File: src/nfcs_pkg.sv
`timescale 1ns / 1ps
package nfcs_pkg;

  localparam int AddressBitsDefault = 19;
  localparam int MaxAddrW  = 24;
  localparam int BusAddrW  = 19;
  localparam int TicksW    = 24;
  localparam int SetupW    = 16;
  localparam int DacW      = 12;
  localparam int ByteW     = 8;
  localparam int CfgIdxW   = 3;
  localparam int StepW     = 3;

  typedef enum logic [1:0] {
    CmdRead        = 2'd0,
    CmdProgram     = 2'd1,
    CmdSectorErase = 2'd2,
    CmdChipErase   = 2'd3
  } cmd_e;

  typedef enum logic [1:0] {
    KindWrite  = 2'd0,
    KindRead   = 2'd1,
    KindSupply = 2'd2,
    KindWait   = 2'd3
  } kind_e;

  localparam logic [CfgIdxW-1:0] CfgWriteSetup  = 3'd0;
  localparam logic [CfgIdxW-1:0] CfgReadSettle  = 3'd1;
  localparam logic [CfgIdxW-1:0] CfgProgramWait = 3'd2;
  localparam logic [CfgIdxW-1:0] CfgSectorWait  = 3'd3;
  localparam logic [CfgIdxW-1:0] CfgChipWait    = 3'd4;
  localparam logic [CfgIdxW-1:0] CfgNominalCode = 3'd5;

  localparam logic [SetupW-1:0] WriteSetupReset  = 16'd16;
  localparam logic [SetupW-1:0] ReadSettleReset  = 16'd16;
  localparam logic [TicksW-1:0] ProgramWaitReset = 24'd1000;
  localparam logic [TicksW-1:0] SectorWaitReset  = 24'd1250000;
  localparam logic [TicksW-1:0] ChipWaitReset    = 24'd5000000;
  localparam logic [DacW-1:0]   NominalCodeReset = 12'd3103;

  localparam logic [BusAddrW-1:0] UnlockA = 19'h05555;
  localparam logic [BusAddrW-1:0] UnlockB = 19'h02AAA;
  localparam logic [ByteW-1:0] DataUnlock1  = 8'hAA;
  localparam logic [ByteW-1:0] DataUnlock2  = 8'h55;
  localparam logic [ByteW-1:0] DataProgram  = 8'hA0;
  localparam logic [ByteW-1:0] DataErase    = 8'h80;
  localparam logic [ByteW-1:0] DataSector   = 8'h30;
  localparam logic [ByteW-1:0] DataChip     = 8'h10;

  localparam logic [StepW-1:0] StepFirst = 3'd0;
  localparam logic [StepW-1:0] StepLast  = 3'd6;

  typedef struct packed {
    logic [SetupW-1:0] write_setup;
    logic [SetupW-1:0] read_settle;
    logic [TicksW-1:0] program_wait;
    logic [TicksW-1:0] sector_wait;
    logic [TicksW-1:0] chip_wait;
    logic [DacW-1:0]   nominal_code;
  } cfg_t;

  typedef struct packed {
    cmd_e               cmd;
    logic [StepW-1:0]   last_step;
    logic [MaxAddrW-1:0] addr;
    logic [ByteW-1:0]   data;
    logic [DacW-1:0]    code;
    logic [ByteW-1:0]   rdv;
  } req_t;

  typedef struct packed {
    kind_e               kind;
    logic [BusAddrW-1:0] bus_addr;
    logic [ByteW-1:0]    data;
    logic [DacW-1:0]     dac;
    logic [TicksW-1:0]   ticks;
    logic [ByteW-1:0]    rd;
    logic                last;
  } res_t;

endpackage

File: src/nfcs_front.sv
`timescale 1ns / 1ps
module nfcs_front #(
  parameter int AddressBits = nfcs_pkg::AddressBitsDefault
) (
  input  logic                   clk_i,
  input  logic                   rst_ni,
  input  logic                   push,
  output logic                   full,
  input  logic [1:0]             command_i,
  input  logic [AddressBits-1:0] address_i,
  input  logic [7:0]             write_data_i,
  input  logic [11:0]            supply_code_i,
  input  logic [7:0]             bus_read_value_i,
  output logic                   req_valid_o,
  output nfcs_pkg::req_t         req_o,
  input  logic                   req_take_i
);
  import nfcs_pkg::*;

  localparam int Depth = 2;

  req_t       entry_q [Depth];
  req_t       req_in;
  logic       wr_ptr_q, wr_ptr_d;
  logic       rd_ptr_q, rd_ptr_d;
  logic [1:0] count_q, count_d;
  logic       accept;

  always_comb begin
    req_in.cmd       = cmd_e'(command_i);
    req_in.last_step = (cmd_e'(command_i) == CmdRead) ? StepFirst : StepLast;
    req_in.addr      = MaxAddrW'(address_i);
    req_in.data      = write_data_i;
    req_in.code      = supply_code_i;
    req_in.rdv       = bus_read_value_i;
  end

  assign full        = (count_q == 2'(Depth));
  assign accept      = push && !full;
  assign req_valid_o = (count_q != 2'd0);
  assign req_o       = entry_q[rd_ptr_q];

  assign wr_ptr_d = accept ? ~wr_ptr_q : wr_ptr_q;
  assign rd_ptr_d = req_take_i ? ~rd_ptr_q : rd_ptr_q;
  assign count_d  = count_q + {1'b0, accept} - {1'b0, req_take_i};

  always_ff @(posedge clk_i or negedge rst_ni) begin
    if (!rst_ni) begin
      wr_ptr_q <= 1'b0;
      rd_ptr_q <= 1'b0;
      count_q  <= 2'd0;
    end else begin
      wr_ptr_q <= wr_ptr_d;
      rd_ptr_q <= rd_ptr_d;
      count_q  <= count_d;
    end
  end

  always_ff @(posedge clk_i) begin
    if (accept) begin
      entry_q[wr_ptr_q] <= req_in;
    end
  end

  a_take_needs_word: assert property (@(posedge clk_i) disable iff (!rst_ni)
    req_take_i |-> count_q != 2'd0)
    else $error("queue read while empty");

  a_count_range: assert property (@(posedge clk_i) disable iff (!rst_ni)
    count_q <= 2'(Depth))
    else $error("queue count overflow");

  a_full_holds: assert property (@(posedge clk_i) disable iff (!rst_ni)
    full && !req_take_i |=> full)
    else $error("queue left full without a read");

endmodule

File: src/nfcs_back.sv
`timescale 1ns / 1ps
module nfcs_back (
  input  logic           clk_i,
  input  logic           rst_ni,
  input  nfcs_pkg::cfg_t cfg_i,
  input  logic           req_valid_i,
  input  nfcs_pkg::req_t req_i,
  output logic           req_take_o,
  output logic           empty,
  input  logic           pop,
  output nfcs_pkg::res_t res_o
);
  import nfcs_pkg::*;

  logic [StepW-1:0] step_q, step_d;
  logic             out_valid_q, out_valid_d;
  logic             emit;
  res_t             res_d;
  res_t             res_q;

  always_comb begin
    res_d.kind     = KindWrite;
    res_d.bus_addr = UnlockA;
    res_d.data     = DataUnlock1;
    res_d.dac      = '0;
    res_d.ticks    = TicksW'(cfg_i.write_setup);
    res_d.rd       = '0;
    res_d.last     = (step_q == req_i.last_step);
    if (req_i.cmd == CmdRead) begin
      res_d.kind     = KindRead;
      res_d.bus_addr = req_i.addr[BusAddrW-1:0];
      res_d.data     = '0;
      res_d.ticks    = TicksW'(cfg_i.read_settle);
      res_d.rd       = req_i.rdv;
    end else if (req_i.cmd == CmdProgram) begin
      case (step_q)
        3'd0: ;
        3'd1: begin
          res_d.bus_addr = UnlockB;
          res_d.data     = DataUnlock2;
        end
        3'd2: res_d.data = DataProgram;
        3'd3: begin
          res_d.kind     = KindSupply;
          res_d.bus_addr = '0;
          res_d.data     = '0;
          res_d.dac      = req_i.code;
          res_d.ticks    = '0;
        end
        3'd4: begin
          res_d.bus_addr = req_i.addr[BusAddrW-1:0];
          res_d.data     = req_i.data;
        end
        3'd5: begin
          res_d.kind     = KindWait;
          res_d.bus_addr = '0;
          res_d.data     = '0;
          res_d.ticks    = cfg_i.program_wait;
        end
        default: begin
          res_d.kind     = KindSupply;
          res_d.bus_addr = '0;
          res_d.data     = '0;
          res_d.dac      = cfg_i.nominal_code;
          res_d.ticks    = '0;
        end
      endcase
    end else begin
      case (step_q)
        3'd0: ;
        3'd1: begin
          res_d.bus_addr = UnlockB;
          res_d.data     = DataUnlock2;
        end
        3'd2: res_d.data = DataErase;
        3'd3: ;
        3'd4: begin
          res_d.bus_addr = UnlockB;
          res_d.data     = DataUnlock2;
        end
        3'd5: begin
          if (req_i.cmd == CmdSectorErase) begin
            res_d.bus_addr = req_i.addr[BusAddrW-1:0];
            res_d.data     = DataSector;
          end else begin
            res_d.data = DataChip;
          end
        end
        default: begin
          res_d.kind     = KindWait;
          res_d.bus_addr = '0;
          res_d.data     = '0;
          res_d.ticks    = (req_i.cmd == CmdSectorErase) ? cfg_i.sector_wait
                                                         : cfg_i.chip_wait;
        end
      endcase
    end
  end

  assign emit       = req_valid_i && (!out_valid_q || pop);
  assign req_take_o = emit && res_d.last;
  assign step_d     = req_take_o ? StepFirst : (emit ? step_q + 3'd1 : step_q);
  assign out_valid_d = emit || (out_valid_q && !pop);
  assign empty      = !out_valid_q;
  assign res_o      = res_q;

  always_ff @(posedge clk_i or negedge rst_ni) begin
    if (!rst_ni) begin
      step_q      <= StepFirst;
      out_valid_q <= 1'b0;
    end else begin
      step_q      <= step_d;
      out_valid_q <= out_valid_d;
    end
  end

  always_ff @(posedge clk_i) begin
    if (emit) begin
      res_q <= res_d;
    end
  end

  a_step_range: assert property (@(posedge clk_i) disable iff (!rst_ni)
    step_q <= StepLast)
    else $error("step counter out of range");

  a_mid_request_held: assert property (@(posedge clk_i) disable iff (!rst_ni)
    step_q != StepFirst |-> req_valid_i && req_i.cmd != CmdRead)
    else $error("request lost during expansion");

  a_step_advance: assert property (@(posedge clk_i) disable iff (!rst_ni)
    emit && !res_d.last |=> step_q == $past(step_q) + 3'd1)
    else $error("step did not advance");

endmodule

File: src/parallel_nor_flash_command_sequencer.sv
// Expands flash requests (read, byte program, sector erase, chip erase) into
// the ordered bus cycles of a JEDEC style parallel NOR flash: write strobes,
// read strobes, supply DAC settings and timed waits, one word per clock on a
// queue-style result port when pop does not hold it back. A read gives one
// word, every other request seven; the back-end step counter, which emits one
// bus cycle per clock unless a word waits unpopped, sets that rate. A two-word
// request queue lets new requests be pushed while a request is expanding.
// The tick values in each word are carried to the downstream bus timer.
// Configuration writes belong in idle periods only.
`timescale 1ns / 1ps
module parallel_nor_flash_command_sequencer #(
  parameter int AddressBits = nfcs_pkg::AddressBitsDefault
) (
  input  logic                   clk_i,
  input  logic                   rst_ni,
  input  logic                   cfg_we_i,
  input  logic [2:0]             cfg_index_i,
  input  logic [23:0]            cfg_data_i,
  input  logic                   push,
  output logic                   full,
  input  logic [1:0]             command_i,
  input  logic [AddressBits-1:0] address_i,
  input  logic [7:0]             write_data_i,
  input  logic [11:0]            supply_code_i,
  input  logic [7:0]             bus_read_value_i,
  output logic                   empty,
  input  logic                   pop,
  output logic [1:0]             cycle_kind_o,
  output logic [18:0]            bus_address_o,
  output logic [7:0]             bus_data_o,
  output logic [11:0]            dac_code_o,
  output logic [23:0]            wait_ticks_o,
  output logic [7:0]             read_data_o,
  output logic                   last_o
);
  import nfcs_pkg::*;

  cfg_t cfg_q;
  req_t req;
  res_t res;
  logic req_valid;
  logic req_take;

  always_ff @(posedge clk_i or negedge rst_ni) begin
    if (!rst_ni) begin
      cfg_q.write_setup  <= WriteSetupReset;
      cfg_q.read_settle  <= ReadSettleReset;
      cfg_q.program_wait <= ProgramWaitReset;
      cfg_q.sector_wait  <= SectorWaitReset;
      cfg_q.chip_wait    <= ChipWaitReset;
      cfg_q.nominal_code <= NominalCodeReset;
    end else if (cfg_we_i) begin
      case (cfg_index_i)
        CfgWriteSetup:  cfg_q.write_setup  <= cfg_data_i[SetupW-1:0];
        CfgReadSettle:  cfg_q.read_settle  <= cfg_data_i[SetupW-1:0];
        CfgProgramWait: cfg_q.program_wait <= cfg_data_i[TicksW-1:0];
        CfgSectorWait:  cfg_q.sector_wait  <= cfg_data_i[TicksW-1:0];
        CfgChipWait:    cfg_q.chip_wait    <= cfg_data_i[TicksW-1:0];
        CfgNominalCode: cfg_q.nominal_code <= cfg_data_i[DacW-1:0];
        default: ;
      endcase
    end
  end

  nfcs_front #(
    .AddressBits(AddressBits)
  ) u_front (
    .clk_i           (clk_i),
    .rst_ni          (rst_ni),
    .push            (push),
    .full            (full),
    .command_i       (command_i),
    .address_i       (address_i),
    .write_data_i    (write_data_i),
    .supply_code_i   (supply_code_i),
    .bus_read_value_i(bus_read_value_i),
    .req_valid_o     (req_valid),
    .req_o           (req),
    .req_take_i      (req_take)
  );

  nfcs_back u_back (
    .clk_i      (clk_i),
    .rst_ni     (rst_ni),
    .cfg_i      (cfg_q),
    .req_valid_i(req_valid),
    .req_i      (req),
    .req_take_o (req_take),
    .empty      (empty),
    .pop        (pop),
    .res_o      (res)
  );

  assign cycle_kind_o  = res.kind;
  assign bus_address_o = res.bus_addr;
  assign bus_data_o    = res.data;
  assign dac_code_o    = res.dac;
  assign wait_ticks_o  = res.ticks;
  assign read_data_o   = res.rd;
  assign last_o        = res.last;

endmodule

File: config.mk
export PLATFORM = sky130hd
export DESIGN_NAME = parallel_nor_flash_command_sequencer
export DESIGN_NICKNAME = d
export VERILOG_FILES = /design/src/nfcs_pkg.sv /design/src/nfcs_front.sv /design/src/nfcs_back.sv /design/src/parallel_nor_flash_command_sequencer.sv
export SDC_FILE = /design/constraint.sdc
export NUM_CORES = 1
export LEC_CHECK = 0
export BUFFER_PORTS_ARGS = -buffer_cell sky130_fd_sc_hd__buf_2
export CAP_MARGIN = 5
export CORE_ASPECT_RATIO = 0.8
export CORE_MARGIN = 2
export CORE_UTILIZATION = 45
export DETAILED_ROUTE_END_ITERATION = 10
export GPL_ROUTABILITY_DRIVEN = 0
export PLACE_DENSITY = 0.67
export REMOVE_ABC_BUFFERS = 1
export SLEW_MARGIN = 15
export SYNTH_ARGS = -nofsm -noshare
export SYNTH_HDL_FRONTEND = slang
export SYNTH_HIERARCHICAL = 1
export SYNTH_SLANG_ARGS = --single-unit
File: constraint.sdc
create_clock -name clk_i -period 3 [get_ports clk_i]
set_input_delay 0.6 -clock clk_i [delete_from_list [all_inputs] [get_ports clk_i]]
set_output_delay 0.6 -clock clk_i [all_outputs]
set_load 0.01 [all_outputs]
==> summary.txt <==
STA
  • FMAX: 0.418 GHz
  • Tightest Pin Transition: between 700 and 800 ps
  • Fin crit share: about four fifths
  • RSZ-0062 raised after global routing: false
  • Setup Viol. Count Final: 0
  • Fin. max-slew vios: 0
  • Min Tclk post-route: around 2400 ps
  • Final Hold Fails: 0
  • Final Skew: roughly 15 ps
  • Normalized max-slew margin: approximately half
  • Fin worst setup slack: between 600 and 700 ps

Placement
  • Post-DP HPWL: roughly 18000 um
  • Dpl cells: roughly 1300
  • Count of input and output buffers: approximately 160
  • Setup Slack @ Placement: 610 ps

Power
  • P per Cell Area: around 1000 nW/um2
  • Peak supply drop: a little under 0.6 mV
  • Tot Pwr: 0.0156 W
  • P_leak: approximately 6.0 nW

Critical path
  • Critical Path Fanout Max: 5
  • Required @ worst endpoint: around 3500 ps
  • CP Depth: 9
  • CP startpoint kind: flop
  • CP max stage cell: dfrtp_4
  • Critical Path Sink Type: flop
  • R2R setup slack: about 610 ps
  • Critical-path cell list: mux2_2, xor2_1, nor3_1, and2_1, ha_1, inv_1, ha_1, xnor2_1, xnor2_1
  • Crit path DAT: 2860 ps
  • FF-to-FF path depth: 9
  • Crit Path Class: reg2reg
  • R2r startpoint: u_front/rd_ptr_q
  • R2r endpoint: u_front/count_q[1]
  • Worst path max stage delay: roughly 500 ps
  • CP Buf/Inv Count: 1
  • Family with the most delay on the worst path: simple AND/OR/NAND/NOR gates

Global routing
  • Vias in the first global route: ~7700
  • Global-route wire length before repair: 44800 um
  • Largest net degree at the start of global routing: 79
  • Met2 GRT Util: between 30% and 40%
  • GRT met1 Usage: approximately 28%
  • Grt met3 use: approximately 4%
  • Total global-route track usage: 19.6%
  • Grt ovf: 0
  • Initial antenna violation count: 4
  • GR peak layer: met2

Cells and area
  • Most frequent cells in the layout: edfxtp_1, buf_2, mux2_2
  • Most common cell after layout, fill and taps aside: edfxtp_1
  • Final non-filler cell total: between 1000 and 1500
  • Share of layout cells above drive strength 1: 46.0%
  • Area grow syn2layout: 16.8%
  • Fin nets: around 1100

Synth
  • Mapped Avg Cell Area: about 16 um2
  • Synth Cell Area: ~13000 um2
  • Yosys warns: 6
  • Cells after Synth: just over 800

Routing
  • Pre-antenna DRT Iters: 5
  • ANT nets after route: 0
  • Initial DRC Count: 532
  • Drt wl/cell: about 21 um
  • Via density: about 5.5
  • Vias post-DR: approximately 7500
  • Final WL: roughly 29000 um
  • DRC viols: 0

Clock tree
  • CTS tree: yes
  • Clock Path Buffers: 3
  • Clk slew on worst S/H paths: 60 ps
  • CTS root buffer: clkbuf_16
  • Count of cells resized by post-cts repair: 0
  • Hold buffer count at cts: 0
  • CTS HTree Levels: 1
  • Post-CTS setup buffers: 0
  • Clock Latency Late Sink: roughly 550 ps
  • Inserted Clock Buffers: 30
  • CTS sink cnt: 298

Die
  • DIE WIDTH: around 190 um
  • CORE AREA: 28100 um2
  • Die height: 155 um
  • Ports: approximately 160
  • Die ar.: roughly 30000 um2
  • Initial core utilization: between 40% and 50%
  • Placement row count: between 50 and 60

Status
  • Status: finished clean

Hold path
  • Hold Crit Class: in2async

Run
  • Max_cap viols: 0
[layout make-up]
type	count	area, um2
Fill cell	2276	13200
Sequential cell	298	8370
Multi-Input combinational cell	449	3980
Timing Repair Buffer	183	1040
Clock buffer	41	885
Tap cell	370	463
Clock inverter	15	175
Inverter	11	43.8
Antenna cell	5	12.5
[worst max-delay path by stage]
stage / slack (ps) / startpoint / end
2_1_floorplan: -910 / u_front/rd_ptr_q / u_back/res_o[10]
3_3_place_gp: 630 / u_front/rd_ptr_q / u_front/count_q[1]
3_5_place_dp: 610 / u_front/rd_ptr_q / u_front/count_q[1]
4_1_cts: 580 / u_back/step_q[0] / u_back/res_o[22]
5_1_grt: 450 / u_front/rd_ptr_q / u_back/res_o[13]
6_report: 610 / u_front/rd_ptr_q / u_front/count_q[1]
[metal layers]
metal / up-vias / wire (um)
met3: 42 / 1950
met1: 3796 / 12900
met4: 4 / 475
met2: 236 / 13400
met5: - / 27
li1: 3417 / -
[per-stage QoR]
| stage | area (um2) | utilization [%] | TNS (ps) | hold WS, ps |
|---|---|---|---|---|
| floorplan | 12400 | - | -55420 | 304 |
| global placement | 13900 | 49.4 | 0 | 483 |
| detailed placement | 13900 | 49.4 | 0 | 488 |
| CTS | 15000 | 53.1 | 0 | 34.3 |
| global route | 15000 | 53.1 | 0 | 61.8 |
| finish | 15000 | 53.2 | 0 | 27.9 |
[worst register-to-register path, cell delays in order (launching register included)]
cell     delay, ps
dfrtp_4        510
mux2_2         320
xor2_1         150
nor3_1         380
and2_1         250
ha_1           240
inv_1           60
ha_1           150
xnor2_1        130
xnor2_1        130
[power breakdown]
group / switching (W) / total (W) / internal (W)
logic: 0.00297 / 0.00513 / 0.00216
clock network: 0.00154 / 0.00394 / 0.00240
registers: 0.000513 / 0.00651 / 0.00599
[flip-flops by register name (all words and copies together) (netlist names)]
register            flops
cfg_q                 116
u_front/entry_q       100
u_back/res_o           74
u_back/step_q           3
u_front/count_q         2
u_back/out_valid_q      1
u_front/rd_ptr_q        1
u_front/wr_ptr_q        1
Power figures use the tool's default switching activity.
